<file path="src/hw/rtl/srlp_pkg.sv">
`default_nettype none
// ----------------------------------------------------------------------------
// srlp_pkg
// Shared types, codes and decode helpers for the S-record line parser.
// ----------------------------------------------------------------------------
package srlp_pkg;

    // ascii characters of interest
    localparam logic [7:0] CHAR_S     = 8'h53;
    localparam logic [7:0] CHAR_0     = 8'h30;
    localparam logic [7:0] CHAR_9     = 8'h39;
    localparam logic [7:0] CHAR_UP_A  = 8'h41;
    localparam logic [7:0] CHAR_UP_F  = 8'h46;
    localparam logic [7:0] CHAR_LO_A  = 8'h61;
    localparam logic [7:0] CHAR_LO_F  = 8'h66;

    localparam int         POS_W      = 10;
    localparam logic [POS_W-1:0] POS_MAX = 10'd1023;
    localparam logic [10:0] MIN_LEN   = 11'd10;

    // status codes
    localparam logic [2:0] ST_OK        = 3'd0;
    localparam logic [2:0] ST_BAD_START = 3'd1;
    localparam logic [2:0] ST_CHECKSUM  = 3'd2;
    localparam logic [2:0] ST_BAD_LEN   = 3'd3;
    localparam logic [2:0] ST_UNKNOWN   = 3'd4;

    // item kinds
    localparam logic KIND_DATA    = 1'b0;
    localparam logic KIND_SUMMARY = 1'b1;

    // type digit codes
    localparam logic [3:0] TYPE_S1      = 4'd1;
    localparam logic [3:0] TYPE_S2      = 4'd2;
    localparam logic [3:0] TYPE_S3      = 4'd3;
    localparam logic [3:0] TYPE_S4      = 4'd4;
    localparam logic [3:0] TYPE_S7      = 4'd7;
    localparam logic [3:0] TYPE_S8      = 4'd8;
    localparam logic [3:0] TYPE_S9      = 4'd9;
    localparam logic [3:0] TYPE_NONDIG  = 4'd15;

    typedef struct packed {
        logic [7:0] character;
        logic       end_of_line;
    } t_in_word;

    typedef struct packed {
        logic        item_kind;
        logic [31:0] address;
        logic [7:0]  data_byte;
        logic [3:0]  record_type;
        logic [7:0]  data_count;
        logic [2:0]  status;
        logic        record_last;
    } t_out_word;

    // case-insensitive hex digit, anything else decodes as zero
    function automatic logic [3:0] hex_value(input logic [7:0] ch);
        logic [7:0] v;
        begin
            v = 8'd0;
            if (ch >= CHAR_UP_A && ch <= CHAR_UP_F) begin
                v = ch - CHAR_UP_A + 8'd10;
            end else if (ch >= CHAR_LO_A && ch <= CHAR_LO_F) begin
                v = ch - CHAR_LO_A + 8'd10;
            end else if (ch >= CHAR_0 && ch <= CHAR_9) begin
                v = ch - CHAR_0;
            end
            return v[3:0];
        end
    endfunction

    // address bytes carried by a record type
    function automatic logic [2:0] addr_bytes(input logic [3:0] t);
        begin
            case (t)
                TYPE_S1, TYPE_S9: return 3'd2;
                TYPE_S2, TYPE_S8: return 3'd3;
                TYPE_S3, TYPE_S7: return 3'd4;
                default:          return 3'd0;
            endcase
        end
    endfunction

endpackage
`default_nettype wire

</file>
<file path="src/hw/rtl/srlp_in_stage.sv">
`default_nettype none
// ----------------------------------------------------------------------------
// srlp_in_stage
// Input register holding one character word until the parser takes it.
// ----------------------------------------------------------------------------
module srlp_in_stage (
    input  wire logic              i_clk,
    input  wire logic              i_rst_n,
    input  wire logic              i_in_valid,
    output logic                   o_in_ready,
    input  wire srlp_pkg::t_in_word i_in_word,
    input  wire logic              i_take,
    output logic                   o_valid,
    output srlp_pkg::t_in_word     o_word
);
    import srlp_pkg::*;

    logic     r_valid;
    t_in_word r_word;

    assign o_in_ready = !r_valid || i_take;
    assign o_valid    = r_valid;
    assign o_word     = r_word;

    always_ff @(posedge i_clk) begin
        if (!i_rst_n) begin
            r_valid <= 1'b0;
        end else if (o_in_ready) begin
            r_valid <= i_in_valid;
        end
    end

    always_ff @(posedge i_clk) begin
        if (i_in_valid && o_in_ready) begin
            r_word <= i_in_word;
        end
    end

endmodule
`default_nettype wire

</file>
<file path="src/hw/rtl/srlp_parse.sv">
`default_nettype none
// ----------------------------------------------------------------------------
// srlp_parse
// Per-line parser state and the single-pass decode of one character.
// ----------------------------------------------------------------------------
module srlp_parse (
    input  wire logic               i_clk,
    input  wire logic               i_rst_n,
    input  wire logic               i_step,
    input  wire srlp_pkg::t_in_word i_word,
    output logic                    o_res_valid,
    output srlp_pkg::t_out_word     o_res
);
    import srlp_pkg::*;

    logic [POS_W-1:0] r_char_pos, n_char_pos;
    logic [3:0]       r_type, n_type;
    logic [7:0]       r_count, n_count;
    logic [3:0]       r_high, n_high;
    logic [7:0]       r_sum, n_sum;
    logic [31:0]      r_addr, n_addr;
    logic [7:0]       r_data_idx, n_data_idx;
    logic             r_err, n_err;

    logic [3:0]  hex;
    logic [7:0]  byte_val;
    logic [7:0]  byte_taken;
    logic        is_pair_end;
    logic [9:0]  pos_m3;
    logic [8:0]  byte_idx;
    logic [2:0]  na;
    logic        have_data;
    logic [10:0] line_len;
    logic [10:0] exp_len;
    logic [2:0]  st;
    logic [3:0]  code;
    logic        eol;

    assign eol         = i_word.end_of_line;
    assign hex         = hex_value(i_word.character);
    assign byte_val    = {r_high, hex};
    assign is_pair_end = r_char_pos[0] && (r_char_pos != 10'd1);
    assign byte_taken  = is_pair_end ? byte_val : 8'd0;
    assign pos_m3      = r_char_pos - 10'd3;
    assign byte_idx    = pos_m3[9:1];
    assign na          = addr_bytes(r_type);

    always_comb begin
        n_char_pos = r_char_pos;
        n_type     = r_type;
        n_count    = r_count;
        n_high     = r_high;
        n_sum      = r_sum;
        n_addr     = r_addr;
        n_data_idx = r_data_idx;
        n_err      = r_err;
        have_data  = 1'b0;

        if (r_char_pos == '0) begin
            if (i_word.character != CHAR_S) begin
                n_err = 1'b1;
            end
        end else if (r_char_pos == 10'd1) begin
            if (i_word.character >= CHAR_0 && i_word.character <= CHAR_9) begin
                n_type = i_word.character[3:0];
            end else begin
                n_type = TYPE_NONDIG;
            end
        end else if (!r_char_pos[0]) begin
            n_high = hex;
        end else begin
            if (byte_idx == '0) begin
                n_count = byte_val;
                n_sum   = r_sum + byte_val;
            end else if (byte_idx < {1'b0, r_count}) begin
                n_sum = r_sum + byte_val;
                if (byte_idx <= {6'd0, na}) begin
                    n_addr = {r_addr[23:0], byte_val};
                end else if (r_type >= TYPE_S1 && r_type <= TYPE_S3 && !r_err) begin
                    have_data = 1'b1;
                end
            end
        end

        // summary status, in priority order
        line_len = {1'b0, r_char_pos} + 11'd1;
        exp_len  = {2'b00, n_count, 1'b0} + 11'd4;
        if (n_err) begin
            st = ST_BAD_START;
        end else if (line_len < MIN_LEN || line_len != exp_len) begin
            st = ST_BAD_LEN;
        end else if (byte_taken != ~n_sum) begin
            st = ST_CHECKSUM;
        end else if (n_type > TYPE_S9 || n_type == TYPE_S4) begin
            st = ST_UNKNOWN;
        end else begin
            st = ST_OK;
        end
        if (st != ST_OK) begin
            code = 4'd0;
        end else if (n_type < TYPE_S4) begin
            code = n_type + 4'd1;
        end else begin
            code = n_type;
        end

        o_res = '0;
        if (eol) begin
            o_res.item_kind   = KIND_SUMMARY;
            o_res.address     = n_addr;
            o_res.record_type = code;
            o_res.data_count  = r_data_idx;
            o_res.status      = st;
            o_res.record_last = 1'b1;
        end else begin
            o_res.item_kind = KIND_DATA;
            o_res.address   = r_addr + {24'd0, r_data_idx};
            o_res.data_byte = byte_val;
        end
        o_res_valid = i_step && (eol || have_data);

        if (eol) begin
            n_char_pos = '0;
            n_type     = '0;
            n_count    = '0;
            n_high     = '0;
            n_sum      = '0;
            n_addr     = '0;
            n_data_idx = '0;
            n_err      = 1'b0;
        end else begin
            if (r_char_pos != POS_MAX) begin
                n_char_pos = r_char_pos + 10'd1;
            end
            if (have_data) begin
                n_data_idx = r_data_idx + 8'd1;
            end
        end
    end

    always_ff @(posedge i_clk) begin
        if (!i_rst_n) begin
            r_char_pos <= '0;
            r_type     <= '0;
            r_count    <= '0;
            r_high     <= '0;
            r_sum      <= '0;
            r_addr     <= '0;
            r_data_idx <= '0;
            r_err      <= 1'b0;
        end else if (i_step) begin
            r_char_pos <= n_char_pos;
            r_type     <= n_type;
            r_count    <= n_count;
            r_high     <= n_high;
            r_sum      <= n_sum;
            r_addr     <= n_addr;
            r_data_idx <= n_data_idx;
            r_err      <= n_err;
        end
    end

endmodule
`default_nettype wire

</file>
<file path="src/hw/rtl/srlp_out_stage.sv">
`default_nettype none
// ----------------------------------------------------------------------------
// srlp_out_stage
// Result register presenting one output word until the consumer takes it.
// ----------------------------------------------------------------------------
module srlp_out_stage (
    input  wire logic                i_clk,
    input  wire logic                i_rst_n,
    input  wire logic                i_load,
    input  wire srlp_pkg::t_out_word i_word,
    output logic                     o_free,
    output logic                     o_out_valid,
    input  wire logic                i_out_ready,
    output srlp_pkg::t_out_word      o_out_word
);
    import srlp_pkg::*;

    logic      r_valid;
    t_out_word r_word;

    assign o_free      = !r_valid || i_out_ready;
    assign o_out_valid = r_valid;
    assign o_out_word  = r_word;

    always_ff @(posedge i_clk) begin
        if (!i_rst_n) begin
            r_valid <= 1'b0;
        end else if (o_free) begin
            r_valid <= i_load;
        end
    end

    always_ff @(posedge i_clk) begin
        if (i_load && o_free) begin
            r_word <= i_word;
        end
    end

endmodule
`default_nettype wire

</file>
<file path="src/hw/rtl/srecord_line_parser_core.sv">
`default_nettype none
// ----------------------------------------------------------------------------
// srecord_line_parser_core
// Motorola S-record line parser: one ASCII character word in per cycle when
// not stalled, tentative data bytes and a per-line summary word out.
// ----------------------------------------------------------------------------
// data path: input register, single-pass decode, result register, output
// throughput: 1 character per cycle when not back-pressured, set by the
//   single-pass decode between the input register and the result register
// reset: synchronous active-low i_rst_n clears both valid flags and all
//   per-line parser state; no clearing pass is needed
// ----------------------------------------------------------------------------
module srecord_line_parser_core (
    input  wire logic                i_clk,
    input  wire logic                i_rst_n,
    // character stream
    input  wire logic                i_in_valid,
    output logic                     o_in_ready,
    input  wire srlp_pkg::t_in_word  i_in_word,
    // result stream
    output logic                     o_out_valid,
    input  wire logic                i_out_ready,
    output srlp_pkg::t_out_word      o_out_word
);
    import srlp_pkg::*;

    logic      stg_valid;
    t_in_word  stg_word;
    logic      out_free;
    logic      step;
    logic      res_valid;
    t_out_word res_word;

    // a staged character moves on only when the result register can take
    // whatever it produces, so nothing is dropped under back-pressure
    assign step = stg_valid && out_free;

    // input register
    srlp_in_stage u_in (
        .i_clk      (i_clk),
        .i_rst_n    (i_rst_n),
        .i_in_valid (i_in_valid),
        .o_in_ready (o_in_ready),
        .i_in_word  (i_in_word),
        .i_take     (step),
        .o_valid    (stg_valid),
        .o_word     (stg_word)
    );

    // parser state and per-character decode; emits a data word or the
    // line summary, or nothing otherwise (header, count, address, checksum)
    srlp_parse u_parse (
        .i_clk       (i_clk),
        .i_rst_n     (i_rst_n),
        .i_step      (step),
        .i_word      (stg_word),
        .o_res_valid (res_valid),
        .o_res       (res_word)
    );

    // result register, holds each output word until the consumer takes it
    srlp_out_stage u_out (
        .i_clk       (i_clk),
        .i_rst_n     (i_rst_n),
        .i_load      (res_valid),
        .i_word      (res_word),
        .o_free      (out_free),
        .o_out_valid (o_out_valid),
        .i_out_ready (i_out_ready),
        .o_out_word  (o_out_word)
    );

endmodule
`default_nettype wire
</file>
<file path="config.mk">
export PLATFORM = sky130hd
export DESIGN_NAME = srecord_line_parser_core
export DESIGN_NICKNAME = d
export VERILOG_FILES = /design/src/hw/rtl/srlp_pkg.sv /design/src/hw/rtl/srlp_in_stage.sv /design/src/hw/rtl/srlp_parse.sv /design/src/hw/rtl/srlp_out_stage.sv /design/src/hw/rtl/srecord_line_parser_core.sv
export SDC_FILE = /design/constraint.sdc
export NUM_CORES = 1
export LEC_CHECK = 0
export BUFFER_PORTS_ARGS = -buffer_cell sky130_fd_sc_hd__buf_2
export CELL_PAD_IN_SITES_DETAIL_PLACEMENT = 0
export CELL_PAD_IN_SITES_GLOBAL_PLACEMENT = 2
export CORE_AREA = 2 2 174 176
export CTS_BUF_LIST = sky130_fd_sc_hd__clkbuf_16
export DETAILED_ROUTE_END_ITERATION = 10
export DIE_AREA = 0 0 176 178
export PLACE_DENSITY_LB_ADDON = 0.1
export SETUP_SLACK_MARGIN = 0.1
export SYNTH_ARGS = -nofsm -noshare
export SYNTH_HDL_FRONTEND = slang
export SYNTH_SLANG_ARGS = --single-unit
</file>
<file path="constraint.sdc">
create_clock -name i_clk -period 14.55 [get_ports i_clk]
set_clock_uncertainty 0.15 [all_clocks]
set_input_delay 2.91 -clock i_clk [delete_from_list [all_inputs] [get_ports i_clk]]
set_output_delay 2.91 -clock i_clk [all_outputs]
set_load 0.02 [all_outputs]
</file>
==> flow_summary.ini, run 1 <==
[outcome]
outcome = completed

[worst_setup_path]
critPathTopFamily = simple AND/OR/NAND/NOR gates
critPathLaunchType = input pin
cp_slowest_cell = nor2b_1
cpPeakStageDelay_ns = 0.26
startpoint = i_out_ready
end_kind = primary output
cp.arrival_ns = 3.54
r2r_slack_ns = 8.93
worst_r2r_endpoint = u_out.o_out_word[3]
endpoint = o_in_ready
crit_buf_inv = 2
path_depth = 4
critical_path.most_common_cell = buf_2
cp_data_required_time_ns = 11.49
r2r_cells = 15
crit_type = input pin to primary output
regToRegStartpoint = u_parse.r_char_pos[0]
critPathMaxFanout = 5
path_cells = buf_2 > nor2b_1 > nand2_1 > buf_2

[detailed_routing]
drtIter0Drc = 493
wl_um = 26530
ant_nets = 0
vias = 7080
drc = 0
firstDrtPassIters = 7
via_per_inst = 5.105
avgRoutedWirePerCell_um = 19.13

[synthesis]
synth.top_cell.area_share_pct = 22.31
ys_ff_latch = 142
synth_area_leader_cell = edfxtp_1
synth_edf_count = 65
yosysSeqAreaShare_pct = 39.93
netlist_instances = 944
async_flop_share_pct = 0
syn_avg_cell_area_sq_um = 9.269
syn_area_sq_mm = 0.008750
synthMostInstantiatedCell = dfxtp_1
ys.flop_type = dfxtp_1
synth_nets = 996
yosysUniqueCellTypes = 86
synthTopCellsByArea = edfxtp_1 22%, dfxtp_1 18%, ha_1 5.3%
synth_warnings = 0
synth_commonest_cells = 77 x dfxtp_1, 73 x nor2b_1, 69 x nor2_1, 65 x edfxtp_1, 56 x a22oi_1

[timing]
fin_crit_ns = 6.603
finalHoldViolations = 0
setup_viol = 0
fin_tns_setup_ns = 0
worst_slew_pin_slew_ns = 1.174
fmax_mhz = 151.5
slew_headroom_pct = 21.57
maxSlewViolCount = 0
rsz0062_at_grt = false
worst_slack_ns = 7.947
post-route-period-util_pct = 45.38

[floorplan]
die_area_sq_mm = 0.03133
dieWidth_um = 176
std_cell_rows = 63
ios = 72
fp.dieH_um = 178
core_area_sq_mm = 0.02940
start_util_pct = 29.76

[placed_design]
place_ws_ns = 7.939
portBuffers = 71
place_hpwl_um = 18340
gp_congestion = 0.8209

[power_and_ir_drop]
leakagePower_nw = 3.611
powerDensity_mw_per_mm2 = 95.42
ir_drop_v = 0.00005021
power_mw = 0.9598

[clock_tree]
tritoncts = yes
path_clk_slew_ns = 0.07
htree_levels = 4
cts_resized = 0
cts_buffer_depth = 2
clock-root-buffer = clkbuf_16
insertion_delay_ns = 0.42
post_cts_buffers = 0
hold_buffers = 0
cts_sinks = 142
cts-buffers-inserted = 17

[global_route]
grt_max_degree = 72
grt_pass1_vias = 6867
grt_pass1_wl_um = 41660
grt_usage_pct = 17.32
antenna_found_initial = 0
overflow = 0

[cells_and_area]
nets = 1036
antenna_cells = 0
area_delta_synth_final_pct = 14.96
finish.utilization_pct = 34.21
drive_above_1_share_pct = 13.84

[min_path]
hold_class = register to register

[run]
drv_cap = 0
[state kept, by name, summed over array words and instances (netlist names)]
signal and cells:
u_in.o_word 9, u_parse.r_char_pos 10, u_parse.r_data_idx 8, u_out.o_out_valid 1, u_parse.r_type 4, u_parse.r_sum 8
u_parse.r_err 1, u_in.o_valid 1, u_parse.r_count 8, u_out.o_out_word 56, u_parse.r_high 4, u_parse.r_addr 32
[cells in the final DEF, fill, tap and decap left out, drive strengths merged, types with 23 or more instances in the layout]
cell type,count
buf,84
nor3,27
nand2,49
nor2,70
nor2b,73
edfxtp,65
a22oi,56
dfxtp,77
inv,40
xnor2,39
a211oi,23
and2,24
a21oi,42
ha,37
o21ai,44
[cell type report]
| cell class | count | area (sq um) |
|---|---|---|
| tap | 390 | 488.0 |
| inverter | 33 | 123.9 |
| timing repair buffer | 84 | 452.9 |
| clock buffer | 17 | 425.4 |
| multi-input combinational | 706 | 4867 |
| clock inverter | 15 | 207.7 |
| sequential | 142 | 3493 |
| fill | 3062 | 19340 |
[power by group]
group          total [mW]  internal (mW)  switching [mW]
Clock               0.487          0.291           0.195
Sequential          0.425          0.421         0.00350
Combinational      0.0484         0.0152          0.0332
Total               0.960          0.728           0.232
[per-stage QoR]
| step | instance area (sq um) | hold slack (ns) | instances |
|---|---|---|---|
| floorplan | 8750 | 0.2744 | 944 |
| global placement | 9425 | 0.3659 | 1355 |
| detailed placement | 9425 | 0.3731 | 1355 |
| CTS | 10060 | 0.3876 | 1387 |
| global route | 10060 | 0.4063 | 1387 |
| finish | 10060 | 0.3815 | 1387 |
[tightest hold or removal path: cells and delay by family (launching register included)]
family | cells | cell delay (ns)
and+or+nand+nor | 2 | 0.15
DFF | 1 | 0.34
[per-layer routing]
| layer | vias to the layer above | global-route usage (%) | part of all wire, % |
|---|---|---|---|
| met5 | - | 0 | 0 |
| met4 | 0 | 5.751 | 2.3 |
| met3 | 26 | 2.408 | 3.3 |
| met2 | 152 | 28.26 | 47 |
| met1 | 3372 | 23.64 | 47 |
| li1 | 3530 | - | - |
[logic make-up (layout without fill, tap and decap cells)]
kind of cell | Yosys count | count (layout) | share of synthesized area [%]
AO/OA/AOI/OAI | 244 | 244 | 19.81
XOR/XNOR | 59 | 59 | 5.906
adder cells (fa/ha/maj) | 39 | 39 | 5.749
buffers and inverters | 96 | 149 | 4.719
flip-flops | 142 | 142 | 39.93
multiplexers | 24 | 24 | 2.817
AND/OR/NAND/NOR | 340 | 340 | 21.08
[how the worst min path moves through the flow]
stage	start	end	slack (ns)	cells past startpoint
6_report	u_parse.r_err	u_parse.r_err	0.38	2
5_1_grt	u_parse.r_count[7]	u_parse.r_count[7]	0.41	2
4_1_cts	u_parse.r_data_idx[7]	u_parse.r_data_idx[7]	0.39	2
3_5_place_dp	u_parse.r_count[7]	u_parse.r_count[7]	0.37	2
3_3_place_gp	u_parse.r_count[7]	u_parse.r_count[7]	0.37	2
2_1_floorplan	u_in.o_word[0]	u_out.o_out_word[56]	0.27	0
Note: power is estimated with default switching activity, not from simulation.
==> run 2: changes to the inputs <==
Settings changed: ABC_AREA set to 1, CORE_AREA 2 2 174 176 to 2 2 175 177, DIE_AREA 0 0 176 178 to 0 0 177 179.
Clock period 14.55 ns to 5.5 ns, I/O delays scaled along.
==> run 2 against run 1 <==
Die area up 1.1%; combinational power grew to 2.5 times the previous value; core utilization decreased by 0.068 points; via count up 14%; sequential share of layout area decreased by 0.66 points; global-route usage increased by 1.5 points; area after synthesis is 1.1% higher; largest power group unchanged; cell area rose by 1.9%.
==> flow_summary.ini, run 2 <==
[synthesis]
syn_area_sq_mm = 0.008848
synth_area_leader_cell = edfxtp_1
synthTopCellsByArea = edfxtp_1 22%, dfxtp_1 17%, nand2_1 15%
yosysSeqAreaShare_pct = 39.48
netlist_instances = 1248
synth_edf_count = 65
ys_ff_latch = 142
syn_avg_cell_area_sq_um = 7.090
synth_commonest_cells = 342 x nand2_1, 167 x inv_1, 113 x nor2_1, 91 x nand3_1, 79 x o21ai_0
yosysUniqueCellTypes = 45
async_flop_share_pct = 0
synth.top_cell.area_share_pct = 22.06
synth_nets = 1300
synth_warnings = 0
ys.flop_type = dfxtp_1
synthMostInstantiatedCell = nand2_1

[clock_tree]
insertion_delay_ns = 0.44
cts_buffer_depth = 2
cts-buffers-inserted = 17
htree_levels = 4
hold_buffers = 0
post_cts_buffers = 0
cts_sinks = 142
tritoncts = yes
path_clk_slew_ns = 0.06
clock-root-buffer = clkbuf_16
cts_resized = 0

[worst_setup_path]
worst_r2r_endpoint = u_out.o_out_word[2]
crit_type = register to register
r2r_cells = 25
cp.arrival_ns = 4.35
startpoint = u_in.o_word[2]
critPathLaunchType = register
cp_data_required_time_ns = 5.51
end_kind = register
regToRegStartpoint = u_in.o_word[2]
endpoint = u_out.o_out_word[2]
r2r_slack_ns = 1.16
critPathMaxFanout = 5

[timing]
rsz0062_at_grt = false
fin_crit_ns = 4.335
worst_slew_pin_slew_ns = 0.9938
setup_viol = 0
slew_headroom_pct = 33.24
post-route-period-util_pct = 78.82
finalHoldViolations = 0
fmax_mhz = 230.7
maxSlewViolCount = 0
fin_hold_ws_ns = 0.3159
fin_tns_setup_ns = 0

[global_route]
overflow = 0
grt_pass1_wl_um = 44460
antenna_found_initial = 0
grt_pass1_vias = 7611
grt_usage_pct = 18.81
grt_max_degree = 60

[detailed_routing]
wl_um = 29020
drtIter0Drc = 498
firstDrtPassIters = 5
via_per_inst = 4.678
drc = 0
ant_nets = 0
avgRoutedWirePerCell_um = 16.88
vias = 8042

[cells_and_area]
final_cell_mix = 342 x nand2_1, 169 x inv_1, 112 x nor2_1
fill_cells = 3258
drive_above_1_share_pct = 12.17
nets = 1362
area_delta_synth_final_pct = 15.87
antenna_cells = 0
mostFrequentLayoutCell = nand2_1
largest_reg_flops = 56

[floorplan]
core_area_sq_mm = 0.03003
start_util_pct = 29.47
std_cell_rows = 64
fp.dieH_um = 179
ios = 72
dieWidth_um = 177
die_area_sq_mm = 0.03168

[power_and_ir_drop]
leakagePower_nw = 4.435
ir_drop_v = 0.0001794
powerDensity_mw_per_mm2 = 245.7

[min_path]
hold_depth = 2
hold_start = u_parse.r_count[6]
hold_class = register to register

[run]
drv_cap = 0

[placed_design]
portBuffers = 71
place_hpwl_um = 21440
gp_congestion = 0.8373

[outcome]
outcome = completed
==> run 2: cell count changes in the layout (fill, tap and decap cells not counted), moves of 18 or more <==
| cell | delta |
|---|---|
| nand3_1 | +70 |
| xnor2_1 | -33 |
| a22oi_1 | -56 |
| inv_1 | +137 |
| nor2b_1 | -73 |
| o21ai_0 | +45 |
| and2_1 | -22 |
| nand2_1 | +293 |
| mux2i_1 | -19 |
| nor2_1 | +43 |
| a21oi_1 | +24 |
| a211oi_1 | -18 |
| o22ai_1 | +25 |
==> run 2: per-stage QoR <==
stage | worst slack, ns | instances | power, mW | util (%) | area (sq um)
detailed placement | 1.140 | 1687 | 1.271 | 32.05 | 9624
global route | 0.6525 | 1719 | 2.609 | 34.14 | 10250
finish | 1.165 | 1719 | 2.519 | 34.14 | 10250
global placement | 1.149 | 1687 | 1.271 | 32.05 | 9624
floorplan | 1.893 | 1248 | 1.218 | - | 8848
CTS | 1.130 | 1719 | 2.559 | 34.14 | 10250
==> run 2: worst min path at each step <==
stage / endpoint / slack, ns
final: u_parse.r_count[6] / 0.32
after CTS: u_parse.r_count[6] / 0.32
after global routing: u_parse.r_count[5] / 0.34
after floorplan: u_parse.r_count[5] / 0.30
after global placement: u_parse.r_count[5] / 0.31
after detailed placement: u_parse.r_count[6] / 0.31
==> run 2: kinds of logic (layout without fill, tap and decap cells) <==
family,count (synthesis),after routing,share of synthesized area [%]
AOI/OAI and AO/OA,188,188,11.34
DFF,142,142,39.48
buffers and inverters,221,296,9.672
adders and majority gates,39,39,5.684
and+or+nand+nor,630,630,31.05
xor gates and xnor gates,28,28,2.771
==> run 2: cell type report <==
class | instances | area, sq um | share of cell area (%)
inverter | 183 | 690.7 | 6.737
timing repair buffer | 81 | 442.9 | 4.320
tap | 396 | 495.5 | 4.833
multi-input combinational | 885 | 4502 | 43.91
clock buffer | 17 | 425.4 | 4.149
clock inverter | 15 | 202.7 | 1.977
sequential | 142 | 3493 | 34.07
==> run 2: worst max-delay path, cell delays in order, from the launching register on <==
cell and delay (ns):
edfxtp_1 0.46, inv_1 0.14, ha_1 0.17, or2_2 0.11, nor2_1 0.04, nor2_1 0.20
nand2_1 0.12, o21ai_0 0.71, ha_1 0.34, fa_1 0.22, nand3_1 0.12, nand2_1 0.09
nand2_1 0.07, nand2_1 0.07, a21oi_1 0.07, xor2_1 0.14, nand2_1 0.11, nand2_1 0.06
nand2_1 0.05, nand2_1 0.05, nor2_1 0.09, nand3_1 0.07, nor2_1 0.21, nand2_1 0.10
nand2_1 0.07, nor2_1 0.04
==> run 2: metal layers <==
| layer | routed length [um] | global-route usage, % | vias up |
|---|---|---|---|
| met1 | 13700 | 23.99 | 3716 |
| met5 | 0 | 0 | - |
| li1 | - | - | 4182 |
| met3 | 747 | 2.672 | 23 |
| met4 | 573 | 6.233 | 0 |
| met2 | 14000 | 32.57 | 121 |
==> run 2: power breakdown <==
part	internal (mW)	total, mW	switching, mW
registers	1.11	1.12	0.00861
clock network	0.795	1.27	0.479
logic	0.0259	0.121	0.0954
